$ cat src/rtl/tds_pkg.sv
// Package for the tridiagonal system solver: parameter defaults, the
// saturating helpers of the sequencer and the divider result type.
// No dependencies.
`default_nettype none
package tds_pkg;

    localparam int DEPTH_DEF     = 32;
    localparam int FRAC_BITS_DEF = 16;
    localparam int WORD_W        = 32;
    localparam int ROW_IDX_W     = 5;

    localparam logic signed [31:0] SAT_MAX = 32'sh7FFF_FFFF;
    localparam logic signed [31:0] SAT_MIN = 32'sh8000_0000;

    // Saturate a 33-bit sum to 32 bits.
    function automatic logic signed [31:0] sat33(input logic signed [32:0] v);
        logic signed [31:0] r;
        if (v > 33'sh0_7FFF_FFFF)
            r = SAT_MAX;
        else if (v < -33'sh0_8000_0000)
            r = SAT_MIN;
        else
            r = v[31:0];
        return r;
    endfunction

    // Floor-shift a full product by the fraction width, then saturate.
    function automatic logic signed [31:0] mul_shift(input logic signed [63:0] p,
                                                     input int frac);
        logic signed [63:0] s;
        logic signed [31:0] r;
        s = p >>> frac;
        if (s > 64'sh0000_0000_7FFF_FFFF)
            r = SAT_MAX;
        else if (s < -64'sh0000_0000_8000_0000)
            r = SAT_MIN;
        else
            r = s[31:0];
        return r;
    endfunction

    typedef struct packed {
        logic               done;
        logic               zero;
        logic signed [31:0] quot;
    } div_res_t;

endpackage
`default_nettype wire

$ cat src/rtl/tds_divider.sv
// Radix-2 restoring fixed-point divider, one quotient bit per cycle.
// Depends on tds_pkg (div_res_t, saturation limits).
`default_nettype none
module tds_divider
    import tds_pkg::*;
#(
    parameter int FRAC_BITS = FRAC_BITS_DEF
)(
    input  wire logic               clk,
    input  wire logic               rst_n,
    input  wire logic               start,
    input  wire logic signed [32:0] num,
    input  wire logic signed [31:0] den,
    output div_res_t                res
);
    localparam int W  = 32 + FRAC_BITS;
    localparam int CW = $clog2(W + 1);

    logic [W-1:0]  dvd_reg, dvd_next;
    logic [31:0]   rem_reg, rem_next;
    logic [31:0]   den_reg;
    logic [CW-1:0] cnt_reg;
    logic          done_reg;
    logic          neg_reg, nneg_reg, zero_reg;

    logic [32:0] trial;
    logic [32:0] diff;
    logic        qbit;
    logic [32:0] num_mag;
    logic [31:0] den_mag;

    always_comb
    begin
        num_mag = num[32] ? 33'(-num) : 33'(num);
        den_mag = den[31] ? 32'(-den) : 32'(den);
        trial   = {rem_reg, dvd_reg[W-1]};
        diff    = trial - {1'b0, den_reg};
        qbit    = (trial >= {1'b0, den_reg});
        rem_next = qbit ? diff[31:0] : trial[31:0];
        dvd_next = {dvd_reg[W-2:0], qbit};
    end

    always_ff @(posedge clk or negedge rst_n)
    begin
        if (!rst_n)
        begin
            cnt_reg  <= '0;
            done_reg <= 1'b0;
        end
        else
        begin
            done_reg <= 1'b0;
            if (start)
            begin
                cnt_reg <= CW'(W);
            end
            else if (cnt_reg != '0)
            begin
                cnt_reg <= cnt_reg - 1'b1;
                if (cnt_reg == CW'(1))
                    done_reg <= 1'b1;
            end
        end
    end

    always_ff @(posedge clk)
    begin
        if (start)
        begin
            dvd_reg  <= {num_mag[31:0], {FRAC_BITS{1'b0}}};
            rem_reg  <= '0;
            den_reg  <= den_mag;
            neg_reg  <= num[32] ^ den[31];
            nneg_reg <= num[32];
            zero_reg <= (den == '0);
        end
        else if (cnt_reg != '0)
        begin
            dvd_reg <= dvd_next;
            rem_reg <= rem_next;
        end
    end

    always_comb
    begin
        res.done = done_reg;
        res.zero = zero_reg;
        if (zero_reg)
            res.quot = nneg_reg ? SAT_MIN : SAT_MAX;
        else if (neg_reg)
            res.quot = (dvd_reg > W'(64'h8000_0000)) ? SAT_MIN : 32'(-dvd_reg[31:0]);
        else
            res.quot = (dvd_reg > W'(64'h7FFF_FFFF)) ? SAT_MAX : dvd_reg[31:0];
    end

endmodule
`default_nettype wire

$ cat config.mk
export PLATFORM = sky130hd
export DESIGN_NAME = tds_divider
export DESIGN_NICKNAME = d
export VERILOG_FILES = /design/src/rtl/tds_pkg.sv /design/src/rtl/tds_divider.sv
export SDC_FILE = /design/constraint.sdc
export NUM_CORES = 1
export LEC_CHECK = 0
export BUFFER_PORTS_ARGS = -buffer_cell sky130_fd_sc_hd__buf_2
export CAP_MARGIN = 5
export CORE_MARGIN = 8
export CORE_UTILIZATION = 50
export DETAILED_ROUTE_END_ITERATION = 10
export PLACE_DENSITY = 0.8
export SETUP_SLACK_MARGIN = 0.5
export SLEW_MARGIN = 20
export SYNTH_ARGS = -nofsm -noshare
export SYNTH_HDL_FRONTEND = slang
export SYNTH_SLANG_ARGS = --single-unit
export TNS_END_PERCENT = 100
$ cat constraint.sdc
create_clock -name clk -period 3.7 [get_ports clk]
set_input_delay 0.37 -clock clk [delete_from_list [all_inputs] [get_ports clk]]
set_output_delay 0.37 -clock clk [all_outputs]
set_load 0.02 [all_outputs]
---- Word level (Yosys, flattened, before mapping) ----
Index checks and enable logic that the tools add are counted.
operators by class
  $add $sub $neg .......................... 5
  multipliers ............................. 0
  divide/modulo/power cells ............... 0
  order comparisons ....................... 3
  equality and inequality tests ........... 1
  shift-type cells ........................ 0
  muxes and demuxes ....................... 15
  bitwise operators ....................... 1
  reductions and logical operators ........ 3
operators by type and width
  operator              count
  $mux 32               7
  $mux 48               2
  $neg 32->32           3
  $gt 48x31->1 const B  1
  $gt 48x32->1 const B  1
  $ge 33x32->1          1
  $logic_not 32->1      1
  $sub 32x32->32        1
  $mux 31               1
  $mux 6                2
  $eq 6x1->1 const B    1
  $reduce_bool 6->1     1
  $sub 6x1->6 const B   1
  $mux 1                3
  $reduce_bool 2->1     1
  $xor 1x1->1           1
storage, ports and cells
  flip-flop bits (word level) ............. 122
  latch bits .............................. 0
  RAM bits ................................ 0
  ROM bits ................................ 0
  output and inout bits ................... 34
  logic and storage cells ................. 38
  memories kept ........................... 0

---- Depth between registers and ports, before layout ----
  depth after elaboration ................. 4
  depth in mapped cells ................... 13
  gate-level depth less buffers ........... 11

---- Worst setup path after synthesis ----
Ideal clock, no wire load.
  path kind ............................... register to output
  from .................................... register dvd_reg[9]
  to ...................................... output res[30] in the netlist's numbering
  arrival ................................. 3055 ps
  setup slack ............................. 275 ps
  cell stages (with the launch flop) ...... 10
  path buffers ............................ 1
  path through ............................ dfxtp_1 > buf_6 > or4_1 > or4_4 > or2_4 > or4_4 > or3_4 > o21ai_0 > nand2_1 > a31oi_1
RTL lines
  element                 line               source
  start, declared         tds_divider.sv:19  logic [W-1:0] dvd_reg, dvd_next;
  start signal, assigned  tds_divider.sv:70  dvd_reg <= {num_mag[31:0], {FRAC_BITS{1'b0}}};
  start signal, assigned  tds_divider.sv:79  dvd_reg <= dvd_next;
  end, declared           tds_divider.sv:14  output div_res_t res

==> run metrics <==
GR Util met2=35.44%; die area=around 23000 um^2; sw frac=around two fifths; min cycle time layout=between 3 and 4 ns; Final Max Tran Viols=0; register area share after synthesis=about 34%; most frequent cells in the layout=187 x nand2_1, 87 x nor2_1, 74 x a21oi_1; most used routing layer in global routing=met2; Synth Register Bits=122; RSZ-0062 raised after global routing=true; # diodes=0; row cnt=49; CP endpoint kind=primary output; largest net degree at the start of global routing=slightly below 70; initial antenna violation count=0; Boundary Pins=102; filler instances=roughly 1.4k; Syn Std Cell Area=between 9000 and 10000 um^2; final period utilization=104.1%; Clk pin slew, worst setup/hold paths=roughly 0.050 ns; DRT Pass-1 Iters=6; Hold Path Depth=1; layout cell share with drive strength beyond 1=roughly 22%; Layout area overhead=22.43%; Nets=about 1.4k; fmax=0.2595 GHz; final total power=6.898 mW; failing checks=negative setup slack; first-pass GRT wire length=40.40 mm; reg2reg setup slack=0.72 ns; HPWL after DPL=between 15 and 20 mm; GP Congestion=about 0.91; WL per Instance=approximately 17 um; Register Area=between 3000 and 4000 um^2; via count=approximately 9k; met3 usage=between 3 and 4%; Worst Max-Slew Pin Slew=0.7742 ns; Worst EP required=between 3 and 4 ns; post-layout worst setup margin=-0.1531 ns; CTS Buf Count=17; CP max FO=3; Ys Warns=0; EDFF count, synth=between 60 and 70; Synth Flop Type=edfxtp_1; Clock power frac=between 20 and 25%; Top cell by count, worst path=or4_4; Crit path buffers/inverters=2; clock buffer depth=2; crit path launch type=flip-flop; vias in the first global route=8489; post-route ant nets=0; # H-tree levels=4; Clock Latency Late Sink=0.42 ns; port bufs=~100; Die Width=151.4 um; area occupied by multi-input gates=6012 um^2; Tot GR Track Use=between 20% and 30%; Hold Path End=den_reg[0]; DRC Markers=0; GR Overflow Total=0; Finish-stage setup viols=10; Pint=approximately 4.1 mW; r2r startpoint=den_reg[12]; CTS Sinks=122; syn avg cell area=around 8 um^2; Final Util=62.44%; critical path's top delay family=simple AND/OR/NAND/NOR gates; fraction of registers with async set/reset=under 10%; Initial DRC Count=966; Distinct cells, synth=between 60 and 70; R2R cell count=11; hold path start=den[0]; switching pwr=between 2 and 3 mW; clock root buffer=clkbuf_16; Hold Crit Class=in -> reg; drt total wl=~26 mm; CP cell instances=or4_4 > or4_4 > buf_4 > or3_4 > nor3_4 > nand3_1 > xor2_1 > nor2_1 > o31ai_1 > buf_2; Placed Area=~9900 um^2; number of max-cap violations=0; total core area=around 18000 um^2; commonest non-fill, non-tap cell in the layout=nand2_1; P_leak=about 4.6 nW; Final Hold Vio Count=0; Initial Utilization=around 50%; CP arrival=about 3.5 ns; max reg flops=48; GR Util met1=about 27%; Die Y=between 150 and 200 um; net count after synthesis=1256; Slew Limit Headroom=a little under half; Pwr Density=between 600 and 700 nW/um^2; Worst Path Class, Setup=reg -> out; Final Cell Area=approximately 11000 um^2; part of the power in registers=29.0%; Gate power share=around 48%; reg2reg end=rem_reg[12]; Clock Skews=between 0.01 and 0.015 ns; drt via density=6.085; CP max-delay cell=or4_4; cells after synthesis=around 1.1k; worst vdd ir=0.0003990 V; Max stage delay on crit path=0.54 ns; status=finished, violations left; CTS tree=yes
cells in the mapped netlist, types with 3 or more instances:
cell type,count,share of area [%]
nand2_1,190,7.8
nor2_1,95,3.9
a21oi_1,84,4.6
o21ai_0,75,4.1
xnor2_1,69,6.6
edfxtp_1,67,22
clkbuf_1,57,2.3
inv_1,50,2.0
dfxtp_1,48,10
ha_1,38,5.2
nor3_1,38,2.1
o31ai_1,32,2.6
xor2_1,27,2.6
a311oi_1,19,1.8
nand3_1,19,1.0
a211oi_1,17,1.4
a21o_1,15,1.2
o41ai_1,15,1.4
and3_1,13,0.89
a31oi_1,12,0.82
or4_1,12,0.98
nor4_1,11,0.75
or3_1,10,0.68
nand2b_1,9,0.61
and2_1,8,0.55
buf_1,8,0.33
nand4_1,8,0.55
o22ai_1,8,0.55
dfrtp_1,7,1.9
or2_2,7,0.48
nand3b_1,6,0.49
nor2b_1,6,0.41
nor3b_1,6,0.49
mux2i_1,5,0.55
buf_2,4,0.22
or4_4,4,0.49
a211o_1,3,0.29
o211a_1,3,0.33
o21a_1,3,0.25
or3_4,3,0.37
cells by family (layout without fill, tap and decap cells):
family | Yosys count | in the layout | synth area share [%]
compound gates | 311 | 311 | 21.95
xor+xnor | 96 | 96 | 9.178
fa+ha+maj | 39 | 39 | 5.408
buf+inv | 122 | 227 | 5.217
flops | 122 | 122 | 34.36
mux | 5 | 5 | 0.5463
simple gates | 454 | 456 | 23.34
worst max-delay path by stage:
stage,start,end,slack (ns),cells after the start
global route,dvd_reg[9],res[31],-0.20,10
global placement,dvd_reg[9],res[30],0.24,9
finish,dvd_reg[9],res[31],-0.15,10
CTS,dvd_reg[9],res[2],-0.08,8
detailed placement,dvd_reg[9],res[30],0.23,9
floorplan,dvd_reg[9],res[30],0.38,9
metrics by stage:
step	hold WS (ns)	TNS [ns]	instances	setup WS, ns
after floorplan	0.07441	0	1149	0.3834
after global placement	0.2120	0	1426	0.2353
after detailed placement	0.2166	0	1426	0.2333
after CTS	0.1897	-0.1446	1473	-0.07989
after global routing	0.1998	-1.639	1485	-0.2027
final	0.1940	-0.7115	1485	-0.1531
per-layer routing:
metal,share of wire [%],vias up
met5,0,-
met4,2.6,0
met3,6.9,79
met2,48,401
met1,42,4222
li1,-,4334
timing repair:
item / CTS / global route
setup endpoints to repair: 60 / 64
gates cloned: 2 / 0
hold buffers: 1 / 0
buffers inserted: 12 / 12
pin swaps: 21 / 22
hold endpoints to repair: 7 / 0
gates resized for setup: 97 / 60
power groups by stage:
| stage | sequential, mW | clock (mW) | combinational (mW) |
|---|---|---|---|
| 3_5_place_dp | 1.98 | 0 | 2.85 |
| 3_3_place_gp | 1.97 | 0 | 2.79 |
| 4_1_cts | 1.97 | 1.61 | 3.04 |
| 6_report | 2.00 | 1.59 | 3.31 |
| 5_1_grt | 2.02 | 1.67 | 3.63 |
| 2_1_floorplan | 1.92 | 0 | 2.24 |
area by class of cell:
type	count	area share (%)
inverter	50	1.696
timing repair buffer	145	8.802
sequential	122	28.26
clock buffer	25	4.518
multi-input combinational	907	53.60
clock inverter	7	0.5689
tap	229	2.555
No activity file was read; power rests on OpenSTA's default activity.
